===== config.mk =====
export PLATFORM = sky130hd
export DESIGN_NAME = cic_interpolator_sigma_delta_dac
export DESIGN_NICKNAME = d
export VERILOG_FILES = /design/src/design/cicsd_pkg.sv /design/src/design/cicsd_comb.sv /design/src/design/cicsd_fifo.sv /design/src/design/cicsd_back.sv /design/src/design/cic_interpolator_sigma_delta_dac.sv
export SDC_FILE = /design/constraint.sdc
export NUM_CORES = 1
export LEC_CHECK = 0
export ABC_AREA = 1
export ABC_CLOCK_PERIOD_IN_PS = 4150
export BUFFER_PORTS_ARGS = -buffer_cell sky130_fd_sc_hd__buf_2
export CORE_MARGIN = 2
export CORE_UTILIZATION = 60
export CTS_BUF_LIST = sky130_fd_sc_hd__clkbuf_8
export DETAILED_ROUTE_END_ITERATION = 10
export PLACE_DENSITY = 0.75
export SKIP_LAST_GASP = 1
export SYNTH_ARGS = -nofsm -noshare
export SYNTH_HDL_FRONTEND = slang
export SYNTH_HIERARCHICAL = 1
export SYNTH_SLANG_ARGS = --single-unit

===== constraint.sdc =====
create_clock -name clk_i -period 4.15 [get_ports clk_i]
set_input_delay 0.415 -clock clk_i [delete_from_list [all_inputs] [get_ports clk_i]]
set_output_delay 0.415 -clock clk_i [all_outputs]
set_load 0.02 [all_outputs]

===== src/design/cicsd_pkg.sv =====
package cicsd_pkg;

  localparam int unsigned PcmW        = 16;
  localparam int unsigned CombW       = 19;  // three differences grow 16 -> 19 bits
  localparam int unsigned IntegW      = 32;
  localparam int unsigned IntegShift  = 20;
  localparam int unsigned LevelW      = IntegW - IntegShift;
  localparam int unsigned SdmW        = 16;
  localparam int unsigned LevelOffset = 128;
  localparam int unsigned FeedbackSh  = 8;
  localparam int unsigned UpsampleDef = 64;

  localparam logic [1:0] SDM_ORD_THRESH = 2'd0;
  localparam logic [1:0] SDM_ORD_FIRST  = 2'd1;
  localparam logic [1:0] SDM_ORD_SECOND = 2'd2;
  localparam logic [1:0] SDM_ORD_RESET  = SDM_ORD_FIRST;

  // head of the queue between comb and integrator/modulator
  typedef struct packed {
    logic                    vld;
    logic signed [CombW-1:0] diff;
  } q_head_t;

endpackage


===== src/design/cicsd_comb.sv =====
module cicsd_comb
  import cicsd_pkg::*;
(
  input  logic                    clk_i,
  input  logic                    rst_ni,
  input  logic                    in_valid_i,
  input  logic signed [PcmW-1:0]  pcm_sample_i,
  input  logic                    q_full_i,
  output logic                    in_stall_o,
  output logic                    push_o,
  output logic signed [CombW-1:0] push_data_o
);

  logic signed [PcmW-1:0]    dly_a_q;
  logic signed [PcmW:0]      dly_b_q;
  logic signed [PcmW+1:0]    dly_c_q;
  logic signed [PcmW:0]      d1;
  logic signed [PcmW+1:0]    d2;
  logic signed [PcmW+2:0]    d3;

  assign in_stall_o = q_full_i;
  assign push_o     = in_valid_i & ~q_full_i;

  always_comb begin
    d1 = (PcmW+1)'(pcm_sample_i) - (PcmW+1)'(dly_a_q);
    d2 = (PcmW+2)'(d1) - (PcmW+2)'(dly_b_q);
    d3 = (PcmW+3)'(d2) - (PcmW+3)'(dly_c_q);
  end

  assign push_data_o = CombW'(d3);

  always_ff @(posedge clk_i or negedge rst_ni) begin
    if (!rst_ni) begin
      dly_a_q <= '0;
      dly_b_q <= '0;
      dly_c_q <= '0;
    end else if (push_o) begin
      dly_a_q <= pcm_sample_i;
      dly_b_q <= d1;
      dly_c_q <= d2;
    end
  end

endmodule


===== src/design/cicsd_fifo.sv =====
module cicsd_fifo
  import cicsd_pkg::*;
(
  input  logic                    clk_i,
  input  logic                    rst_ni,
  input  logic                    push_i,
  input  logic signed [CombW-1:0] data_i,
  input  logic                    pop_i,
  output q_head_t                 head_o,
  output logic                    full_o
);

  logic signed [CombW-1:0] mem_q [2];
  logic                    wr_ptr_q, rd_ptr_q;
  logic [1:0]              cnt_q;

  assign full_o      = cnt_q[1];
  assign head_o.vld  = (cnt_q != 2'd0);
  assign head_o.diff = mem_q[rd_ptr_q];

  always_ff @(posedge clk_i) begin
    if (push_i) begin
      mem_q[wr_ptr_q] <= data_i;
    end
  end

  always_ff @(posedge clk_i or negedge rst_ni) begin
    if (!rst_ni) begin
      wr_ptr_q <= 1'b0;
      rd_ptr_q <= 1'b0;
      cnt_q    <= 2'd0;
    end else begin
      if (push_i) begin
        wr_ptr_q <= ~wr_ptr_q;
      end
      if (pop_i) begin
        rd_ptr_q <= ~rd_ptr_q;
      end
      if (push_i && !pop_i) begin
        cnt_q <= cnt_q + 2'd1;
      end else if (pop_i && !push_i) begin
        cnt_q <= cnt_q - 2'd1;
      end
    end
  end

endmodule


===== src/design/cicsd_back.sv =====
module cicsd_back
  import cicsd_pkg::*;
#(
  parameter int unsigned UPSAMPLE_RATE = UpsampleDef
) (
  input  logic       clk_i,
  input  logic       rst_ni,
  input  q_head_t    head_i,
  output logic       pop_o,
  input  logic [1:0] sdm_order_i,
  output logic       out_valid_o,
  input  logic       out_stall_i,
  output logic       speaker_bit_o,
  output logic       last_in_run_o
);

  localparam int unsigned CntW = (UPSAMPLE_RATE > 1) ? $clog2(UPSAMPLE_RATE) : 1;
  localparam logic [CntW-1:0] CntLast = CntW'(UPSAMPLE_RATE - 1);

  logic [CntW-1:0]    cnt_q;
  logic [IntegW-1:0]  integ_a_q, integ_b_q, integ_c_q;
  logic               s1_vld_q, s2_vld_q, s3_vld_q;
  logic               s1_last_q, s2_last_q, s3_last_q;
  logic [SdmW-1:0]    acc1_q, acc2_q;
  logic               out_vld_q, out_bit_q, out_last_q;

  logic               adv, issue, step_last;
  logic [IntegW-1:0]  feed;
  logic [SdmW-1:0]    level, acc1_ld, fb, acc2_d, v2, acc1_d;
  logic               ybit;

  // whole pipe moves together; output register empties or is taken
  assign adv       = ~out_vld_q | ~out_stall_i;
  assign issue     = adv & head_i.vld;
  assign step_last = (cnt_q == CntLast);
  assign pop_o     = issue & step_last;
  assign feed      = (cnt_q == '0) ? IntegW'(head_i.diff) : '0;

  always_comb begin
    level   = SdmW'($signed(integ_c_q[IntegW-1:IntegShift])) + SdmW'(LevelOffset);
    acc1_ld = (sdm_order_i == SDM_ORD_THRESH) ? level : acc1_q;
    ybit    = ~acc1_ld[SdmW-1];
    fb      = ybit ? SdmW'(1 << FeedbackSh) : '0;
    acc2_d  = acc2_q + level - fb;
    v2      = sdm_order_i[1] ? acc2_d : level;  // codes 2 and 3: second order
    acc1_d  = acc1_ld + v2 - fb;
  end

  always_ff @(posedge clk_i or negedge rst_ni) begin
    if (!rst_ni) begin
      cnt_q      <= '0;
      integ_a_q  <= '0;
      integ_b_q  <= '0;
      integ_c_q  <= '0;
      s1_vld_q   <= 1'b0;
      s2_vld_q   <= 1'b0;
      s3_vld_q   <= 1'b0;
      s1_last_q  <= 1'b0;
      s2_last_q  <= 1'b0;
      s3_last_q  <= 1'b0;
      acc1_q     <= '0;
      acc2_q     <= '0;
      out_vld_q  <= 1'b0;
      out_bit_q  <= 1'b0;
      out_last_q <= 1'b0;
    end else if (adv) begin
      s1_vld_q  <= issue;
      s1_last_q <= step_last;
      s2_vld_q  <= s1_vld_q;
      s2_last_q <= s1_last_q;
      s3_vld_q  <= s2_vld_q;
      s3_last_q <= s2_last_q;
      out_vld_q <= s3_vld_q;
      if (issue) begin
        cnt_q     <= step_last ? '0 : cnt_q + CntW'(1);
        integ_a_q <= integ_a_q + feed;
      end
      // integrators are skewed: each stage adds the previous stage's registered sum
      if (s1_vld_q) begin
        integ_b_q <= integ_b_q + integ_a_q;
      end
      if (s2_vld_q) begin
        integ_c_q <= integ_c_q + integ_b_q;
      end
      if (s3_vld_q) begin
        out_bit_q  <= ybit;
        out_last_q <= s3_last_q;
        acc1_q     <= acc1_d;
        if (sdm_order_i[1]) begin
          acc2_q <= acc2_d;
        end
      end
    end
  end

  assign out_valid_o   = out_vld_q;
  assign speaker_bit_o = out_bit_q;
  assign last_in_run_o = out_last_q;

endmodule


===== src/design/cic_interpolator_sigma_delta_dac.sv =====
// Path: queue, integrators a, b, c, then the modulator output register. Throughput:
// UPSAMPLE_RATE bits per sample, one bit per cycle while out_stall_i is low, set by
// the single integrator/modulator step unit; a two-entry queue holds pending samples.
// Reset (rst_ni low, asynchronous): comb delays, integrators and modulator sums
// clear to zero, queue and pipe empty, sdm_order returns to first order.
module cic_interpolator_sigma_delta_dac
  import cicsd_pkg::*;
#(
  parameter int unsigned UPSAMPLE_RATE = UpsampleDef
) (
  input  logic                   clk_i,
  input  logic                   rst_ni,
  input  logic                   cfg_we_i,
  input  logic [1:0]             cfg_wdata_i,
  input  logic                   in_valid_i,
  output logic                   in_stall_o,
  input  logic signed [PcmW-1:0] pcm_sample_i,
  output logic                   out_valid_o,
  input  logic                   out_stall_i,
  output logic                   speaker_bit_o,
  output logic                   last_in_run_o
);

  logic [1:0]              sdm_order_q;
  logic                    push, pop, q_full;
  logic signed [CombW-1:0] push_data;
  q_head_t                 head;

  always_ff @(posedge clk_i or negedge rst_ni) begin
    if (!rst_ni) begin
      sdm_order_q <= SDM_ORD_RESET;
    end else if (cfg_we_i) begin
      sdm_order_q <= cfg_wdata_i;
    end
  end

  cicsd_comb u_comb (
    .clk_i        (clk_i),
    .rst_ni       (rst_ni),
    .in_valid_i   (in_valid_i),
    .pcm_sample_i (pcm_sample_i),
    .q_full_i     (q_full),
    .in_stall_o   (in_stall_o),
    .push_o       (push),
    .push_data_o  (push_data)
  );

  cicsd_fifo u_fifo (
    .clk_i  (clk_i),
    .rst_ni (rst_ni),
    .push_i (push),
    .data_i (push_data),
    .pop_i  (pop),
    .head_o (head),
    .full_o (q_full)
  );

  cicsd_back #(
    .UPSAMPLE_RATE (UPSAMPLE_RATE)
  ) u_back (
    .clk_i         (clk_i),
    .rst_ni        (rst_ni),
    .head_i        (head),
    .pop_o         (pop),
    .sdm_order_i   (sdm_order_q),
    .out_valid_o   (out_valid_o),
    .out_stall_i   (out_stall_i),
    .speaker_bit_o (speaker_bit_o),
    .last_in_run_o (last_in_run_o)
  );

endmodule

After elaboration in Yosys (flattened, before gate mapping)
Memories as Yosys holds them, arrays and structs flattened.
Cells that the tools add are included.
- bits in registers: 200
- word-level logic and storage cells: 70
- output and inout bits: 4
- memories kept: 1
- bits of input ports: 23
- RAM bits: 38
- $add $sub $neg: 14
- mux-type cells: 9
- reduce and logical (&&, ||, !) cells: 13
- bitwise logic cells: 10
- equality and inequality tests: 1
- memory list (name ; depth ; bits a word ; rd ports ; clocked after Yosys merged registers in ; wr ports ; RTL line ; text):
    u_fifo.mem_q ; 2 ; 19 ; 1 ; 0 ; 1 ; cicsd_fifo.sv:13 ; logic signed [CombW-1:0] mem_q [2];
- operator list (operator ; number):
    32-bit adder ; 3
    16-bit adder ; 2
    16-bit two-way mux ; 2
    32-bit two-way mux ; 1
    16-bit subtractor ; 2
    18-bit by 18-bit subtractor with 19-bit output ; 1
    17-bit by 17-bit subtractor with 18-bit output ; 1
    16-bit by 16-bit subtractor with 17-bit output ; 1
    12-bit by 9-bit adder with 13-bit output (second input constant) ; 1
    9-bit two-way mux ; 1
    2-bit AND reduction ; 4
    6-bit by 1-bit adder with 6-bit output (second input constant) ; 1
    6-bit == test (second input constant) ; 1
    6-bit logical NOT ; 1
    6-bit two-way mux ; 1
    1-bit inverter ; 6
    2-bit two-way mux ; 2
    2-bit nonzero test ; 2
    1-bit bitwise AND ; 3
    3-bit AND reduction ; 1
    2-bit by 1-bit adder with 2-bit output (second input constant) ; 1
    1-bit logical AND ; 2
    1-bit logical NOT ; 2
    2-bit logical NOT ; 1
    other kinds (3) ; 4

Depth between registers and ports, before layout
- word-level depth: 7
- gate-level depth with buffers: 31
- mapped depth without buffers: 31

Hierarchy
Netlist, hierarchy kept.
- modules (own cells, without submodules) (module ; cells each ; times used ; seq. area each (um2) ; area an instance (um2)):
    cicsd_back ; 2004 ; 1 ; 3578.4 ; 13580.5
    cicsd_comb ; 753 ; 1 ; 1276.2 ; 4902.2
    cicsd_fifo ; 83 ; 1 ; 1241.2 ; 1651.6
    cic_interpolator_sigma_delta_dac ; 9 ; 1 ; 51.3 ; 77.6

Worst setup path after synthesis
No wires, ideal clock.
- kind: register to register
- start: register u_back.integ_c_q[27]
- end: register u_back.acc1_q[14]
- arrival: 3971 ps
- setup slack: 61 ps
- setup time: 117 ps
- path buffers: 0
- cell stages (with the launch flop): 27
- period minus slack after synthesis: 4089 ps
- required time: 4033 ps
- path through: dfrtp_1 nand4_1 nand2_2 nand2_4 o21ai_4 fa_1 inv_1 ha_1 nand2_1 nand2_1 nand2_1 nand2_1 a21oi_1 o21bai_1 xor2_1 o21ai_0 inv_1 ha_1 inv_1 ha_1 a21oi_1 o21ai_0 a21oi_1 o21ai_0 or2_2 nand3_1 nand2_1
- cells in the longest elaborated chain, start to end: 7
- elaborated cells between the ends (all ways): 8
- those cells by class: add/sub: 5; mux: 3
- ends and longest elaborated chain (element ; RTL line ; text):
    start, declared ; cicsd_back.sv:21 ; logic [IntegW-1:0] integ_a_q, integ_b_q, integ_c_q;
    start signal, assigned ; cicsd_back.sv:83 ; integ_c_q <= integ_c_q + integ_b_q;
    12-bit by 9-bit adder with 13-bit output (*) ; cicsd_back.sv:40 ; level = SdmW'($signed(integ_c_q[IntegW-1:IntegShift])) + SdmW'(LevelOffset);
    parallel branches: the longest is 5 deep, another holds 16-bit adder ; - ;
    16-bit subtractor (*) ; cicsd_back.sv:46 ; acc1_d = acc1_ld + v2 - fb;
    end signal, assigned ; cicsd_back.sv:61 ; acc1_q <= '0;
    end signal, assigned ; cicsd_back.sv:88 ; acc1_q <= acc1_d;
    end, declared ; cicsd_back.sv:24 ; logic [SdmW-1:0] acc1_q, acc2_q;
Mark *: on every way between the ends.
A chain may end at the register's enable or synchronous reset.

Final worst setup path
- start: register u_comb.dly_a_q[0]
- end: memory u_fifo.mem_q[0][18] (data pin)
- cells in the longest elaborated chain, start to end: 3
- ends and longest elaborated chain (element ; RTL line ; text):
    start, declared ; cicsd_comb.sv:14 ; logic signed [PcmW-1:0] dly_a_q;
    start signal, assigned ; cicsd_comb.sv:38 ; dly_a_q <= pcm_sample_i;
    16-bit by 16-bit subtractor with 17-bit output ; cicsd_comb.sv:25 ; d1 = (PcmW+1)'(pcm_sample_i) - (PcmW+1)'(dly_a_q);
    net u_comb.d1[14] ; cicsd_comb.sv:17 ; logic signed [PcmW:0] d1;
    17-bit by 17-bit subtractor with 18-bit output ; cicsd_comb.sv:26 ; d2 = (PcmW+2)'(d1) - (PcmW+2)'(dly_b_q);
    net u_comb.d2[15] ; cicsd_comb.sv:18 ; logic signed [PcmW+1:0] d2;
    18-bit by 18-bit subtractor with 19-bit output ; cicsd_comb.sv:27 ; d3 = (PcmW+3)'(d2) - (PcmW+3)'(dly_c_q);
    net push_data[18] ; cic_interpolator_sigma_delta_dac.sv:26 ; logic signed [CombW-1:0] push_data;
    end, declared ; cicsd_fifo.sv:13 ;
The timed path passes the listed nets, and every way through them passes these cells.

==> flow_summary_export.csv <==
group,metric,value,unit
outcome,outcome,"finished clean",
layout,seq_area,6148,µm²
die,rows,67,
clock_tree,numCtsBuffers,46,
synth,ys_seq_area_share,30.41,%
layout,diodes,0,
place,dpl.cell_count,3397,
clock_tree,clock-root-buffer,"clkbuf_8",
drt,drtAntennaViolNets,0,
drt,drt_iter0_markers,1062,
timing,period_share,99.16,%
timing,fin_ws,0.03496,ns
synth,synth_top_area_share,24.64,%
synth,synth_common_cells,"754 x nand2_1, 435 x inv_1, 213 x o21ai_0, 204 x ha_1, 199 x dfrtp_1",
timing,finalHoldViolations,0,
die,start_util,60.58,%
synth,syn_inst,2849,
layout,final_cell_area,23880,µm²
die,dieArea,35170,µm²
global_route,grt_pass1_wl,93180,µm
die,die_w,187.5,µm
synth,ys_seq_elements,238,
place,pre_cts_ws,-0.2158,ns
drt,routed_via_density,5.584,
drt,drc,0,
global_route,grt_max_degree,116,
synth,yosys_most_used_dff,"dfrtp_1",
layout,area_growth,18.14,%
timing,maxSlewViolCount,0,
layout,multi_input_area,13240,µm²
global_route,grt_pass1_vias,19210,
place,io_buffers,26,
timing,clock-skew-final,0.05178,ns
flow_run,drv_cap,0,
clock_tree,clk-insertion-delay-late,0.62,ns
worst_hold_path,hold_class,"in -> reg",
clock_tree,h-tree-depth,2,
synth,ys_warn_count,6,
drt,wl_per_cell,16.44,µm
timing,period_needed,4.115,ns
timing,worstMarginPinSlew,1.196,ns
synth,synth_enable_flop_cells,38,
synth,synth_cell_type_count,53,
worst_setup_path,worstPathRequired,4.50,ns
clock_tree,clock_sinks,238,
drt,dr.pass1.iters,5,
synth,async_reset_ff_share,84.03,%
die,dieHeight,187.5,µm
worst_setup_path,worstSetupStartpointType,"register",
drt,drt-total-wl,57690,µm
synth,synth.most_common_cell,"nand2_1",
clock_tree,cts_tree,"built",
die,ios,27,
layout,final_core_util,71.57,%
layout,final.fill_count,2762,
global_route,grt_use_total,32.43,%
synth,syn_area,20210,µm²
timing,slew_headroom,20.17,%
layout,final_nets,3260,
synth,synth.net_count,3084,
worst_setup_path,crit_fanout,3,
timing,rsz0062_at_grt,"true",
clock_tree,clkTransAtPathRegs,0.06,ns
worst_setup_path,critPathKind,"reg -> reg",
place,place_hpwl,43070,µm
clock_tree,clock_path_buffers,3,
global_route,antenna_found_initial,0,
layout,drive_gt1_share,16.36,%
layout,final_cells,3510,
die,coreArea,33360,µm²
timing,finalSetupViolations,0,
place,post_dp_cell_area,21610,µm²
worst_setup_path,end_kind,"register",
synth,avgSynthCellArea,7.094,µm²
synth,yosys-top-cells-area,"dfrtp_1 25%, nand2_1 14%, ha_1 13%",
place,place.gp.congestion,0.9628,
worst_setup_path,arrival,4.46,ns
synth,synth_top_area_cell,"dfrtp_1",
timing,fmax,0.2430,GHz
global_route,overflow,0,
drt,vias,19600,
==> timing repair <==
item	CTS	global route
cloned	0	0
resized for setup	23	184
buffers inserted	4	14
hold endpoints to repair	116	0
pin swaps	8	62
setup endpoints to repair	19	30
hold buffers	10	0
==> flip-flops by register name, indices dropped and copies added (netlist names), 2 cells and up <==
| signal | flops |
|---|---|
| u_comb/dly_a_q | 16 |
| u_comb/dly_c_q | 18 |
| u_back/acc2_q | 16 |
| u_fifo/mem_q | 38 |
| sdm_order_q | 2 |
| u_fifo/cnt_q | 2 |
| u_back/integ_a_q | 32 |
| u_back/integ_b_q | 32 |
| u_back/cnt_q | 6 |
| u_back/integ_c_q | 32 |
| u_comb/dly_b_q | 17 |
| u_back/acc1_q | 16 |
==> cells in the final DEF (no fill, tap or decap), drive strengths merged, types with 30 or more instances in the layout <==
cell type  count
xnor2         43
a21oi        175
xor2          60
ha           204
buf          163
clkbuf        56
dfrtp        199
nand4         30
inv          447
nand2        773
o21ai        243
nor2         205
nand3        190
edfxtp        38
==> cell families (layout without fill, tap and decap cells) <==
family                   after synthesis  in the layout  synth area share [%]
adder cells (fa/ha/maj)              212            212                 13.42
AND/OR/NAND/NOR                     1280           1280                 26.87
multiplexers                          19             19                 1.411
buffers and inverters                486            699                 9.205
AO/OA/AOI/OAI                        511            511                 14.22
flip-flops                           238            238                 30.41
XOR/XNOR                             103            103                 4.463
==> per-layer routing <==
layer,global-route usage [%],vias up,part of all wire [%]
met4,12.30,0,3.5
met3,4.548,140,5.2
met5,0,-,0
met2,55.01,594,48
li1,-,9657,-
met1,42.17,9208,44
==> cell type report <==
cell class	instances	area share (%)
multi-input cells	2125	55.46
repair buffers	173	5.329
well taps	448	2.347
flip-flops and latches	238	25.75
clock inverters	29	0.9536
inverters	441	6.932
clock buffers	56	3.228
==> worst paths after layout <==
check | start | to | slack [ns] | cells past startpoint
max | u_comb/dly_a_q[0]$_DFFE_PN0P_ | u_fifo/mem_q[0][18]$_DFFE_PP_ | 0.03 | 27
min | pcm_sample_i[9] | u_comb/dly_a_q[9]$_DFFE_PN0P_ | 0.05 | 3
max reg2reg | u_comb/dly_a_q[0]$_DFFE_PN0P_ | u_fifo/mem_q[0][18]$_DFFE_PP_ | 0.03 | 27
min reg2reg | u_back/acc1_q[0]$_DFFE_PN0P_ | u_back/acc1_q[0]$_DFFE_PN0P_ | 0.47 | 2
max in group asynchronous | rst_ni | u_comb/dly_a_q[2]$_DFFE_PN0P_ | 2.66 | 3
min in group asynchronous | rst_ni | u_back/integ_a_q[13]$_DFFE_PN0P_ | 0.50 | 2
==> through the flow <==
stage | hold slack [ns] | TNS, ns
floorplan | 0.1194 | 0
global placement | 0.4545 | -2.126
detailed placement | 0.4583 | -3.573
CTS | 0.002102 | -0.007622
global route | 0.01547 | -2.300
finish | 0.04532 | 0
==> critical path: stages, from the launching register on <==
cell and delay, ns:
dfrtp_1 0.41, ha_4 0.18, fa_2 0.39, inv_1 0.09, nand3_1 0.09, nand2_2 0.10, nand2_1 0.07, nand2_2 0.13
nand3_2 0.10, nand2_1 0.08, nand2_1 0.06, nand2_1 0.07, inv_1 0.05, ha_1 0.30, nand2_1 0.09, nand2_1 0.08
o21bai_1 0.19, a21oi_2 0.13, nand3b_1 0.10, and2_1 0.20, ha_4 0.30, nand2_4 0.06, inv_2 0.06, nand3_2 0.08
nor3_2 0.17, nand2_1 0.09, nand3_1 0.08, nand2_1 0.07
Power is not shown: default switching activity piles up to over one toggle a cycle in this logic, so the estimate is an artifact.
